### src/dpt_pkg.sv
// Package: constants and the witness table for the primality tester.
package dpt_pkg;

  localparam int unsigned NW = 63;
  localparam int unsigned SW = 6;
  localparam int unsigned WIW = 3;

  localparam logic [NW-1:0] SMALL_LIMIT = NW'(64'd4759123141);
  localparam logic [WIW-1:0] SMALL_COUNT = WIW'(3);
  localparam logic [WIW-1:0] LARGE_COUNT = WIW'(7);

  function automatic logic [NW-1:0] witness(input logic big_set, input logic [WIW-1:0] idx);
    logic [NW-1:0] w;
    w = NW'(2);
    if (big_set) begin
      unique case (idx)
        3'd0: w = NW'(2);
        3'd1: w = NW'(325);
        3'd2: w = NW'(9375);
        3'd3: w = NW'(28178);
        3'd4: w = NW'(450775);
        3'd5: w = NW'(9780504);
        3'd6: w = NW'(1795265022);
        default: w = NW'(2);
      endcase
    end else begin
      unique case (idx)
        3'd0: w = NW'(2);
        3'd1: w = NW'(7);
        3'd2: w = NW'(61);
        default: w = NW'(2);
      endcase
    end
    return w;
  endfunction

endpackage

### src/dpt_mulmod.sv
// Bit-serial modular multiplier: one multiplier bit per cycle, shift-and-add.
module dpt_mulmod (
  input  logic                    clk,
  input  logic                    rst,
  input  logic                    start,
  input  logic [dpt_pkg::NW-1:0]  op_x,
  input  logic [dpt_pkg::NW-1:0]  op_y,
  input  logic [dpt_pkg::NW-1:0]  modulus,
  output logic                    busy,
  output logic                    done,
  output logic [dpt_pkg::NW-1:0]  product
);

  logic [dpt_pkg::NW-1:0] acc;
  logic [dpt_pkg::NW-1:0] xs;
  logic [dpt_pkg::NW-1:0] ys;
  logic [dpt_pkg::NW:0]   acc_sum;
  logic [dpt_pkg::NW:0]   dbl_sum;
  logic [dpt_pkg::NW-1:0] acc_next;
  logic [dpt_pkg::NW-1:0] xs_next;

  assign acc_sum = {1'b0, acc} + {1'b0, xs};
  assign dbl_sum = {xs, 1'b0};

  always_comb begin
    acc_next = acc;
    if (ys[0]) begin
      acc_next = (acc_sum >= {1'b0, modulus}) ? dpt_pkg::NW'(acc_sum - {1'b0, modulus})
                                              : acc_sum[dpt_pkg::NW-1:0];
    end
    xs_next = (dbl_sum >= {1'b0, modulus}) ? dpt_pkg::NW'(dbl_sum - {1'b0, modulus})
                                           : dbl_sum[dpt_pkg::NW-1:0];
  end

  assign done    = busy && (ys == '0);
  assign product = acc;

  always_ff @(posedge clk) begin
    if (rst) begin
      busy <= 1'b0;
    end else if (start) begin
      busy <= 1'b1;
    end else if (done) begin
      busy <= 1'b0;
    end
    if (start) begin
      acc <= '0;
      xs  <= op_x;
      ys  <= op_y;
    end else if (busy && !done) begin
      acc <= acc_next;
      xs  <= xs_next;
      ys  <= {1'b0, ys[dpt_pkg::NW-1:1]};
    end
  end

endmodule

### config.mk
export PLATFORM = sky130hd
export DESIGN_NAME = dpt_mulmod
export DESIGN_NICKNAME = d
export VERILOG_FILES = /design/src/dpt_pkg.sv /design/src/dpt_mulmod.sv
export SDC_FILE = /design/constraint.sdc
export NUM_CORES = 1
export LEC_CHECK = 0
export ABC_CLOCK_PERIOD_IN_PS = 9800
export BUFFER_PORTS_ARGS = -buffer_cell sky130_fd_sc_hd__buf_2
export CAP_MARGIN = 20
export CORE_MARGIN = 3
export CORE_UTILIZATION = 40
export DETAILED_ROUTE_END_ITERATION = 16
export SLEW_MARGIN = 10
export SYNTH_ARGS = -nofsm -noshare
export SYNTH_HDL_FRONTEND = slang
export SYNTH_SLANG_ARGS = --single-unit
### constraint.sdc
create_clock -name clk -period 9.8 [get_ports clk]
set_input_delay 0.98 -clock clk [delete_from_list [all_inputs] [get_ports clk]]
set_output_delay 0.98 -clock clk [all_outputs]
set_load 0.005 [all_outputs]
Word level (Yosys, flattened, before mapping) --
Cells that the tools add are included.
Word-level totals: flip-flop bits (word level) 190, output and inout bits 65
Operators by class: add/sub/neg operators 3, magnitude comparators 2, multiplexer cells 8, reductions and logical operators 7
Operators by type and width (count):
- 63-bit two-way mux | 6
- 64-bit by 63-bit greater-or-equal comparator with 1-bit output | 2
- 63-bit subtractor | 2
- 63-bit by 63-bit adder with 64-bit output | 1
- 63-bit zero test | 1
- 2-bit nonzero test | 2
- 1-bit logical AND | 2
- 1-bit two-way mux | 2
- 2-bit AND reduction | 1
- 1-bit zero test | 1

Longest topological paths before layout --
Gate-level depths: netlist (run 1).
depth after elaboration 6, gate-level depth with buffers 27, gate-level depth less buffers 24

Worst setup path before layout (run 1) --
No wires, ideal clock.
path type register to register, start reg xs[0] in the netlist's numbering, end reg acc (netlist bit product[35]), library setup time 0.116 ns, arrival 5.078 ns, required time 9.684 ns, setup slack 4.606 ns, cell stages (with the launch flop) 26, period minus slack after synthesis 5.194 ns, cells stage by stage edfxtp_1 > ha_1 > fa_1 > a21oi_1 > nand4b_1 > a31oi_1 > a31oi_1 > o21ai_0 > nand4bb_1 > nand3_1 > o41ai_1 > a311oi_1 > xnor2_1 > ha_1 > clkbuf_1 > nand4_1 > nor2_1 > nand2_1 > nor2_1 > a221oi_1 > a22oi_1 > o21ai_2 > and3_1 > clkbuf_1 > a22o_1 > a31o_1
On the way: longest elaborated chain between the ends 3
Ends and longest elaborated chain:
- from (decl) | line dpt_mulmod.sv:15 | logic [dpt_pkg::NW-1:0] xs;
- from (signal assigned) | line dpt_mulmod.sv:48 | xs <= op_x;
- from (signal assigned) | line dpt_mulmod.sv:52 | xs <= xs_next;
- 63-bit by 63-bit adder with 64-bit output (*) | line dpt_mulmod.sv:22 | assign acc_sum = {1'b0, acc} + {1'b0, xs};
- 63-bit subtractor / 64-bit by 63-bit greater-or-equal comparator with 1-bit output (equally long branches) | line dpt_mulmod.sv:28 | acc_next = (acc_sum >= {1'b0, modulus}) ? dpt_pkg::NW'(acc_sum - {1'b0, modulus})
- 63-bit two-way mux (*) | line dpt_mulmod.sv:28
- to (signal assigned) | line dpt_mulmod.sv:51 | acc <= acc_next;
- to (decl) | line dpt_mulmod.sv:14 | logic [dpt_pkg::NW-1:0] acc;
Mark *: on every way between the ends. The rest lies on a longest branch, timed or not. A chain may end at the register's enable or synchronous reset.

Worst setup path in the final report (run 1) --
Same ends and word-level chain as after synthesis.

==> impl_results.md, run 1 <==
* Postcts setup bufs at 0
* Post-DRT Antenna Nets at 0
* Pwr dens at 289 nW/um^2
* Crit path largest cell delay at around 0.75 ns
* Input/output buffers at 256
* 1st-iter DRT viols at between 2000 and 2500
* Synth Cell Area at ~20000 um^2
* Tmin final at about 7.7 ns
* Placed cell count at around 3300
* Vias per std cell at about 6.1
* Via count at between 20000 and 25000
* Sequential fraction of the synthesis area at 0.252
* Final worst slack at around 2.1 ns
* Final GP Congestion at approximately 0.95
* Initial Util at 0.408
* # resized after CTS at 0
* Layout cell share with drive strength beyond 1 at 0.151
* Post-synth EDFFs at between 100 and 150
* Max-slew violations at 0
* Fmax at 129 MHz
* Root Buffer: clkbuf_16
* IO Count at roughly 260
* Worst slack at placement at about 2.3 ns
* RSZ-0062 raised after global routing: false
* Synth warnings at 0
* Final Util at 0.455
* HPWL Detailed at about 59 mm
* CP endpoint kind: flip-flop
* Crit path max fanout at 36
* Rows at 81
* Crit-path cells: ha_1 -> fa_1 -> a21oi_1 -> nand4b_1 -> a31oi_1 -> a31oi_1 -> o21ai_0 -> nand4bb_1 -> nand3_1 -> o41ai_1 -> a311oi_1 -> xnor2_1 -> ha_1 -> nand4_1 -> nor2_1 -> nand2_1 -> nor2_1 -> a221oi_1 -> a22oi_1 -> o21ai_4 -> buf_4 -> nor3_1 -> a22o_1 -> a31o_1
* Hold_buf cts at 0
* Cell with the most instances after synthesis: a21oi_1
* Delay-heaviest family, CP: compound AO/OA/AOI/OAI gates
* Worst Path Arrival at a little over 8 ns
* Routed Wire Length at 74.6 mm
* Number of global-route vias before repair at about 19000
* Clk sinks at 190
* DRC Markers at 0
* Clock Pin Slew Worst Setup and Hold Paths at 0.09 ns
* Die area at between 50000 and 60000 um^2
* Final Setup Violations at 0
* Final non-filler cell total at around 3300
* Chip height at around 230 um
* Gr usage total at 0.275
* # H-tree levels at 4
* Final instance area at roughly 22000 um^2
* Die width at 230 um
* Ys flop type: edfxtp_1
* Worst Clk Skew at 0.0233 ns
* Post-synth top area cell: edfxtp_1
* First-pass GRT wire length at roughly 110 mm
* Clock latency on the worst-skew pair at ~0.53 ns
* Total CTS buffers at 17
* CP max stage cell: o41ai_1
* Worst slew pin tran at ~1.0 ns
* Initial antenna violation count at 3
* CP Class: reg -> reg
* Required time of the worst setup path at ~10 ns
* Final hold viol count at 0
* Nets at 3034
* CTS tree: done
* Final setup TNS at 0 ns
* 1st-pass router iterations at 6
* Overflow after GRT at 0
* Synthesis-stage register bit count at 190
* Crit start category: flip-flop
* Post-Syn Instances at roughly 2500
* Max_slew headroom at 0.314
* Largest net degree at the start of global routing at between 80 and 90
* Status: complete, no violations
* Fill cells at roughly 5100
* Mean Syn Cell Area at around 8 um^2
* Ys async rst share at 0
* Clock Path Buffers at 2
* Area grow syn2layout at 11.6%
* Maxcap violations at 0
* Synth cell types at 81
* Top cells by area, synth: edfxtp_1 (19%), ha_1 (12%), a21oi_1 (7.7%)
* Core area at 49300 um^2
* Final Cycle Share at 0.788
* Syn_nets at approximately 2900
* P_leak at ~10 nW
* Share of the synthesized area in the top cell type at 0.188
* CP Buf/Inv Count at 1
* Commonest cells in the netlist: a21oi_1 (308), nor2_1 (202), ha_1 (189)
* Hold crit path type: reg -> reg
* Maximum vdd drop at approximately 0.21 mV
* Routed length per instance at approximately 22 um
* Dpl cell area at between 20000 and 25000 um^2
-- worst register-to-register path: stages, from the launching register on --
cell and delay [ns]:
edfxtp_1 0.41, ha_1 0.24, fa_1 0.23, a21oi_1 0.10, nand4b_1 0.20, a31oi_1 0.48
a31oi_1 0.22, o21ai_0 0.60, nand4bb_1 0.24, nand3_1 0.26, o41ai_1 0.75, a311oi_1 0.23
xnor2_1 0.42, ha_1 0.35, nand4_1 0.16, nor2_1 0.13, nand2_1 0.11, nor2_1 0.35
a221oi_1 0.14, a22oi_1 0.60, o21ai_4 0.13, buf_4 0.29, nor3_1 0.70, a22o_1 0.24
a31o_1 0.09
-- report_power, final --
group	internal, mW	switching, mW
combinational	1.69	2.81
clock	0.357	0.432
sequential	1.03	0.154
total	3.07	3.40
-- area by class of cell --
type                            instances  area, um^2  area share
Antenna cell                            1        2.50    0.000112
Clock buffer                           17         425      0.0190
Clock inverter                         15         216     0.00966
Inverter                              150         563      0.0251
Multi-Input combinational cell       2024       13900       0.622
Sequential cell                       190        5060       0.226
Tap cell                              664         831      0.0371
Timing Repair Buffer                  267        1380      0.0615
-- sequential cells by signal, indices dropped and copies added, names as in the netlist --
| name | flops |
|---|---|
| xs | 63 |
| busy | 1 |
| ys | 63 |
| product | 63 |
-- cell usage in the layout (no fill, tap or decap), drive strengths merged, types with 9 or more instances in the layout --
cell       n
nand3     49
a211oi    65
nor2b     21
a21oi    310
a21boi    15
xnor2     91
inv      158
o211ai    13
nor3      49
o21ai    164
ha       189
or4        9
o21a      27
nand4     57
and2      13
mux2i     16
a31oi     26
a221o     12
nor4      28
nand2b    18
buf      267
nor2     202
and4       9
clkbuf    17
nand2    159
or3       12
o31ai     15
and3      37
mux2      76
dfxtp     64
o21bai    39
xor2      71
edfxtp   126
a2111oi    9
a21o     115
-- through the flow --
stage | hold WS (ns) | total power, mW
global route | 0.520 | 6.93
detailed placement | 0.471 | 5.56
global placement | 0.465 | 5.55
floorplan | 0.465 | 4.41
finish | 0.486 | 6.47
CTS | 0.489 | 6.39
-- routing by layer --
metal / part of all wire / vias to the layer above / track usage
li1: - / 9608 / -
met1: 0.45 / 9676 / 0.385
met2: 0.45 / 849 / 0.431
met3: 0.076 / 89 / 0.0517
met4: 0.023 / 2 / 0.0807
met5: 0.00023 / - / 0
-- logic make-up after synthesis --
| group | count (synthesis) | share of synthesized area |
|---|---|---|
| AO/OA/AOI/OAI | 895 | 0.285 |
| XOR/XNOR | 162 | 0.0707 |
| flip-flops | 190 | 0.252 |
| AND/OR/NAND/NOR | 683 | 0.165 |
| buffers and inverters | 285 | 0.0555 |
| multiplexers | 92 | 0.0506 |
| adder cells (fa/ha/maj) | 192 | 0.121 |
-- final timing paths --
path | cells past startpoint | slack (ns) | startpoint | end
worst min-delay path | 2 | 0.49 | product[0]$_SDFFE_PP0P_ | product[0]$_SDFFE_PP0P_
worst max-delay path | 24 | 2.07 | xs[0]$_DFFE_PP_ | product[35]$_SDFFE_PP0P_
worst max register to register | 24 | 2.07 | xs[0]$_DFFE_PP_ | product[35]$_SDFFE_PP0P_
worst min register to register | 2 | 0.49 | product[0]$_SDFFE_PP0P_ | product[0]$_SDFFE_PP0P_
Note: power is estimated with default switching activity, not from simulation.
==> run 2, diff against run 1 <==
--- a/config.mk
+++ b/config.mk
@@ -5,7 +5,7 @@
 export SDC_FILE = /design/constraint.sdc
 export NUM_CORES = 1
 export LEC_CHECK = 0
-export ABC_CLOCK_PERIOD_IN_PS = 9800
+export ABC_CLOCK_PERIOD_IN_PS = 6700
 export BUFFER_PORTS_ARGS = -buffer_cell sky130_fd_sc_hd__buf_2
 export CAP_MARGIN = 20
 export CORE_MARGIN = 3
==> constraint.sdc (replaced) <==
create_clock -name clk -period 6.7 [get_ports clk]
set_input_delay 0.67 -clock clk [delete_from_list [all_inputs] [get_ports clk]]
set_output_delay 0.67 -clock clk [all_outputs]
set_load 0.005 [all_outputs]
==> run 2 against run 1 <==
Against the previous run:
- non-clock buffer count up 17
- clock skew down 0.0039 ns
- via count up 0.21%
- power up 48%
- setup slack worse by 1.9 ns
- routed wire length down 0.39%
- die area unchanged
- critical path depth down 2
- count of clock-buffer cells in the layout unchanged
- critical path type unchanged
- critical endpoint unchanged
- largest cell class unchanged
- largest power group unchanged
- highest routed layer is now met4
==> impl_results.md, run 2 (same netlist as run 1, synthesis figures left out) <==
* Initial Util at 0.408 (unchanged)
* RSZ-0062 raised after global routing: false (unchanged)
* Worst Path Arrival at 6.96 ns (was 8.18 ns)
* Clock Pin Slew Worst Setup and Hold Paths at 0.09 ns (about the same)
* Max_slew headroom at 0.317 (was 0.314)
* Routed length per instance at 22.2 um (was 22.4 um)
* Routed Wire Length at 74.3 mm (was 74.6 mm)
* Most frequent cells in the layout: a21oi_1 (308), buf_2 (255), nor2_1 (202) (unchanged)
* Vias per std cell at 6.06 (was 6.08)
* 1st-iter DRT viols at 2055 (was 2074)
* Final hold viol count at 0 (unchanged)
* Total power at 9.57 mW (was 6.47 mW)
* Maxcap violations at 0 (unchanged)
* First-pass GRT wire length at 113 mm (was 114 mm)
* Crit path max fanout at 8 (was 36)
* Post-DRT Antenna Nets at 0 (unchanged)
* Crit-path cells: ha_1 -> a21oi_1 -> o211ai_1 -> a41oi_1 -> nor4_2 -> o21ai_1 -> buf_4 -> nand3_1 -> a21oi_1 -> nor4b_1 -> or4_1 -> ha_1 -> a21o_1 -> a211oi_1 -> o211ai_1 -> a21oi_1 -> nand4_1 -> o21ai_4 -> buf_4 -> and3_1 -> a22o_1 -> a31o_1 (was ha_1 -> fa_1 -> a21oi_1 -> nand4b_1 -> a31oi_1 -> a31oi_1 -> o21ai_0 -> nand4bb_1 -> nand3_1 -> o41ai_1 -> a311oi_1 -> xnor2_1 -> ha_1 -> nand4_1 -> nor2_1 -> nand2_1 -> nor2_1 -> a221oi_1 -> a22oi_1 -> o21ai_4 -> buf_4 -> nor3_1 -> a22o_1 -> a31o_1)
* Largest net degree at the start of global routing at 83 (was 86)
* Die width at 230 um (unchanged)
* Hold crit path type: in -> reg (was reg -> reg)
* Worst path most repeated cell: a21oi_1
* Pwr dens at 423 nW/um^2 (was 289 nW/um^2)
* Maximum vdd drop at 0.369 mV (was 0.213 mV)
* Layout cell share with drive strength beyond 1 at 0.159 (was 0.151)
* Grt met1 use at 0.386 (was 0.385)
* HPWL Detailed at 59.5 mm (was 59.2 mm)
* Initial antenna violation count at 0 (was 3)
* Fmax at 154 MHz (was 129 MHz)
* Nets at 3051 (was 3034)
* Number of global-route vias before repair at 19200 (about the same)
* R2R depth at 22 (was 24)
* DRC Markers at 0 (unchanged)
* Max-slew violations at 0 (unchanged)
* CP endpoint kind: flip-flop (unchanged)
* Final Util at 0.460 (was 0.455)
* 1st-pass router iterations at 6 (unchanged)
* Overflow after GRT at 0 (unchanged)
* Tmin final at 6.49 ns (was 7.73 ns)
* Status: complete, no violations (unchanged)
* Final instance area at 22600 um^2 (was 22400 um^2)
* Clock Path Buffers at 2 (unchanged)
* Final Setup Violations at 0 (unchanged)
* Core area at 49300 um^2 (unchanged)
* Final Cycle Share at 0.969 (was 0.788)
* Input/output buffers at 256 (unchanged)
* Clock latency on the worst-skew pair at 0.52 ns (was 0.53 ns)
* Required time of the worst setup path at 7.17 ns (was 10.26 ns)
* Worst Clk Skew at 0.0194 ns (was 0.0233 ns)
* CP max stage cell: or4_1 (was o41ai_1)
* Most common cell after layout, fill and taps aside: a21oi_1 (unchanged)
* Via count at 20300 (was 20200)
* CTS tree: done (unchanged)
* Clk sinks at 190 (unchanged)
* Hold Slack at 0.291 ns (was 0.486 ns)
* Cell depth of the worst hold path at 2 (unchanged)
* Root Buffer: clkbuf_16 (unchanged)
* Total CTS buffers at 17 (unchanged)
* Gr usage total at 0.272 (was 0.275)
* P_leak at 10.3 nW (was 10.1 nW)
* Chip height at 230 um (unchanged)
* CP Class: reg -> reg (unchanged)
* Met2 GRT Util at 0.427 (was 0.431)
* IO Count at 257 (unchanged)
* Gr busiest metal: met2 (unchanged)
* Area grow syn2layout at 12.8% (was 11.6%)
* Rows at 81 (unchanged)
* Worst slew pin tran at 1.02 ns (was 1.03 ns)
* Final setup TNS at 0 ns (unchanged)
* Final GP Congestion at 0.980 (was 0.950)
* Crit path largest cell delay at 0.66 ns (was 0.75 ns)
* Die area at 52900 um^2 (unchanged)
* # H-tree levels at 4 (unchanged)
* Dpl cell area at 21900 um^2 (was 21800 um^2)
* Crit start category: flip-flop (unchanged)
* Met3 Resource Use GR at 0.0434 (was 0.0517)
==> run 2: per-stage QoR <==
stage	std cells	setup slack, ns
2_1_floorplan	2499	1.51
3_3_place_gp	3308	0.0496
3_5_place_dp	3308	0.0426
4_1_cts	3340	0.0137
5_1_grt	3344	0.0148
6_report	3345	0.210
==> run 2: layout make-up <==
cell class	instances	area, um^2
inverter	150	563
timing repair buffer	284	1560
clock inverter	15	229
clock buffer	17	425
fill	4984	26600
tap	664	831
sequential	190	5060
antenna	1	2.50
multi-input combinational	2024	14000
==> run 2: repair_timing <==
item | in CTS | in global routing
hold buffers | 0 | 0
buffers inserted | 0 | 2
setup endpoints to repair | 0 | 63
gates resized for setup | 0 | 9
endpoints found under the hold margin | 0 | 0
==> run 2: worst paths after layout <==
path / from / end / slack [ns]
worst max register to register: xs[20]$_DFFE_PP_ / product[35]$_SDFFE_PP0P_ / 0.21
worst max-delay path: xs[20]$_DFFE_PP_ / product[35]$_SDFFE_PP0P_ / 0.21
worst min register to register: product[0]$_SDFFE_PP0P_ / product[0]$_SDFFE_PP0P_ / 0.49
worst min-delay path: rst / busy$_SDFFE_PP0P_ / 0.29
==> run 2: power by group <==
part,internal [mW],switching (mW),total [mW]
Clock,0.531,0.643,1.17
Sequential,1.50,0.224,1.73
Combinational,2.58,4.09,6.67
==> run 2: critical path: cells and delay by family (launching register included) <==
family	cells	cell delay, ns
flops	1	0.43
fa+ha+maj	2	0.80
buf+inv	2	0.43
compound gates	12	3.20
simple gates	6	1.55
==> run 2: layer usage <==
layer | part of all wire | vias to the layer above
li1 | - | 9635
met1 | 0.46 | 9790
met2 | 0.45 | 757
met3 | 0.069 | 84
met4 | 0.024 | 0
met5 | 0 | -
==> run 3, diff against run 2 <==
--- a/config.mk
+++ b/config.mk
@@ -11,6 +11,7 @@
 export CORE_MARGIN = 3
 export CORE_UTILIZATION = 40
 export DETAILED_ROUTE_END_ITERATION = 16
+export RECOVER_POWER = 50
 export SLEW_MARGIN = 10
 export SYNTH_ARGS = -nofsm -noshare
 export SYNTH_HDL_FRONTEND = slang
==> run 3 against run 2 <==
Against the previous run:
- the run now ends with capacitance limit, slew limit left
- maximum frequency is 0.38% higher
- highest routed layer unchanged
- largest cell class unchanged
- register-to-register slack better by 0.02 ns
- sequential share of layout area up 0.067 points
- clock skew about the same
- routed wire length hardly changed
==> impl_results.md, run 3 (same netlist as run 1, synthesis figures left out) <==
* Final GP Congestion at 0.980 (unchanged)
* Vias per std cell at 6.11 (was 6.06)
* Via count at 20400 (was 20300)
* Failing checks: capacitance limit, slew limit
* Clock Path Buffers at 2 (unchanged)
* CP endpoint kind: flip-flop (unchanged)
* Die area at 52900 um^2 (unchanged)
* Crit path max fanout at 8 (unchanged)
* RSZ-0062 raised after global routing: false (unchanged)
* Final Setup Violations at 0 (unchanged)
* Crit start category: flip-flop (unchanged)
* Area grow syn2layout at 12.4% (was 12.8%)
* Required time of the worst setup path at 7.17 ns (about the same)
* Worst path most repeated cell: a21oi_1 (unchanged)
* # H-tree levels at 4 (unchanged)
* HPWL Detailed at 59.5 mm (unchanged)
* Max-slew violations at 157 (was 0)
* Worst Clk Skew at 0.0198 ns (was 0.0194 ns)
* Combinational power share at 0.696 (was 0.697)
* Gr busiest metal: met2 (unchanged)
* Maximum vdd drop at 0.371 mV (was 0.369 mV)
* Status: finished, violations left (was complete, no violations)
* Pwr dens at 424 nW/um^2 (was 423 nW/um^2)
* Input/output buffers at 256 (unchanged)
* Worst Hold Endpoint: busy$_SDFFE_PP0P_ (unchanged)
* Overflow after GRT at 0 (unchanged)
* Cell depth of the worst hold path at 2 (unchanged)
* Number of global-route vias before repair at 19200 (unchanged)
* R2R Path End: product[35]$_SDFFE_PP0P_ (unchanged)
* Net Sw Power at 4.97 mW (was 4.96 mW)
* Seq pwr share at 0.181 (was 0.180)
* CP Buf/Inv Count at 2 (unchanged)
* Most common cell after layout, fill and taps aside: a21oi_1 (unchanged)
* 1st-iter DRT viols at 2002 (was 2055)
* Post-DRT Antenna Nets at 0 (unchanged)
* R2R depth at 22 (unchanged)
* Final non-filler cell total at 3345 (unchanged)
* Delay-heaviest family, CP: compound AO/OA/AOI/OAI gates (unchanged)
* Clock latency on the worst-skew pair at 0.52 ns (about the same)
* Final setup TNS at 0 ns (unchanged)
* 1st-pass router iterations at 5 (was 6)
* Worst slew pin tran at 4.06 ns (was 1.02 ns)
* DRC Markers at 0 (unchanged)
* Clk sinks at 190 (unchanged)
* Gr usage total at 0.272 (unchanged)
* Tmin final at 6.47 ns (was 6.49 ns)
* Min-delay src: rst (unchanged)
* CP max stage cell: or4_1 (unchanged)
* Met2 GRT Util at 0.427 (unchanged)
* Final hold viol count at 0 (unchanged)
* Switching part of the total at 0.519 (was 0.518)
* CP Class: reg -> reg (unchanged)
* Hold_buf cts at 0 (unchanged)
* Hold crit path type: in -> reg (unchanged)
* Crit path largest cell delay at 0.65 ns (was 0.66 ns)
* R2R Path Start: xs[20]$_DFFE_PP_ (unchanged)
* Clk pwr share at 0.123 (about the same)
* Root Buffer: clkbuf_16 (unchanged)
* Int Pwr at 4.60 mW (was 4.61 mW)
* Largest net degree at the start of global routing at 83 (unchanged)
* Chip height at 230 um (unchanged)
* Fmax at 155 MHz (was 154 MHz)
* Nets at 3051 (unchanged)
* Rows at 81 (unchanged)
* Hold Slack at 0.291 ns (about the same)
* Core area at 49300 um^2 (unchanged)
* IO Count at 257 (unchanged)
* Initial antenna violation count at 0 (unchanged)
* Final instance area at 22600 um^2 (about the same)
* Placed cell count at 3308 (unchanged)
* Final Cycle Share at 0.965 (was 0.969)
* Crit-path cells: ha_1 -> a21oi_1 -> o211ai_1 -> a41oi_1 -> nor4_2 -> o21ai_1 -> buf_4 -> nand3_1 -> a21oi_1 -> nor4b_1 -> or4_1 -> ha_1 -> a21o_1 -> a211oi_1 -> o211ai_1 -> a21oi_1 -> nand4_1 -> o21ai_4 -> buf_4 -> and3_1 -> a22o_1 -> a31o_1 (unchanged)
* Grt met1 use at 0.386 (unchanged)
* P_leak at 10.1 nW (was 10.3 nW)
* Dpl cell area at 21900 um^2 (unchanged)
* First-pass GRT wire length at 113 mm (unchanged)
* Met3 Resource Use GR at 0.0434 (unchanged)
* Total CTS buffers at 17 (unchanged)
* Die width at 230 um (unchanged)
* Final Util at 0.458 (was 0.460)
* Layout cell share with drive strength beyond 1 at 0.141 (was 0.159)
* Routed Wire Length at 74.3 mm (about the same)
* Routed length per instance at 22.2 um (about the same)
* CTS tree: done (unchanged)
* Fill cells at 5002 (was 4984)
* R2R Setup Slk at 0.23 ns (was 0.21 ns)
* Worst Path Arrival at 6.93 ns (was 6.96 ns)
* Most frequent cells in the layout: a21oi_1 (308), buf_2 (213), nor2_1 (202) (was a21oi_1 (308), buf_2 (255), nor2_1 (202))
* Maxcap violations at 3 (was 0)
* Initial Util at 0.408 (unchanged)
* Max_slew headroom at -1.71 (was 0.317)
* Clock Pin Slew Worst Setup and Hold Paths at 0.10 ns (was 0.09 ns)
run 3: changes by cell type in the layout (fill, tap and decap cells not counted):
cell	before	now
inv_1	149	150
mux2_2	76	75
inv_2	1	0
buf_2	255	213
clkbuf_1	0	45
mux2_1	0	1
and2_0	0	1
buf_6	1	0
and2_1	12	11
buf_4	24	22
run 3: cell type report:
cell class | count | area (um^2) | area share
multi-input cells | 2024 | 14000 | 0.619
flip-flops and latches | 190 | 5060 | 0.224
repair buffers | 284 | 1500 | 0.0662
well taps | 664 | 831 | 0.0368
inverters | 150 | 563 | 0.0249
clock buffers | 17 | 425 | 0.0188
clock inverters | 15 | 229 | 0.0101
diodes | 1 | 2.50 | 0.000111
run 3: worst max-delay path by stage:
stage,start,to,slack [ns],cells after the start
finish,xs[20]$_DFFE_PP_,product[35]$_SDFFE_PP0P_,0.23,22
global route,xs[0]$_DFFE_PP_,product[11]$_SDFFE_PP0P_,0.01,23
CTS,xs[6]$_DFFE_PP_,product[7]$_SDFFE_PP0P_,0.01,23
detailed placement,xs[6]$_DFFE_PP_,product[7]$_SDFFE_PP0P_,0.04,23
global placement,xs[36]$_DFFE_PP_,product[13]$_SDFFE_PP0P_,0.05,22
floorplan,xs[0]$_DFFE_PP_,product[35]$_SDFFE_PP0P_,1.51,25
run 3: power groups by stage:
| stage | registers [mW] | clock network [mW] | logic [mW] |
|---|---|---|---|
| after floorplan | 1.65 | 0 | 4.81 |
| after global placement | 1.74 | 0 | 6.43 |
| after detailed placement | 1.74 | 0 | 6.44 |
| after CTS | 1.72 | 1.20 | 6.49 |
| after global routing | 1.75 | 1.24 | 7.27 |
| final | 1.73 | 1.18 | 6.66 |
run 3: metal layers:
metal,up-vias,part of all wire
met1,9836,0.46
met4,0,0.024
met2,861,0.45
met5,-,0
li1,9644,-
met3,90,0.070
run 3: metrics by stage:
stage	power [mW]	worst slack, ns
detailed placement	8.18	0.0426
floorplan	6.45	1.51
global placement	8.17	0.0496
CTS	9.40	0.0137
finish	9.57	0.234
global route	10.3	0.0148
run 3: what timing repair did:
action	CTS	global route
endpoints found under the setup margin	0	63
resized for setup	0	9
buffers inserted	0	2
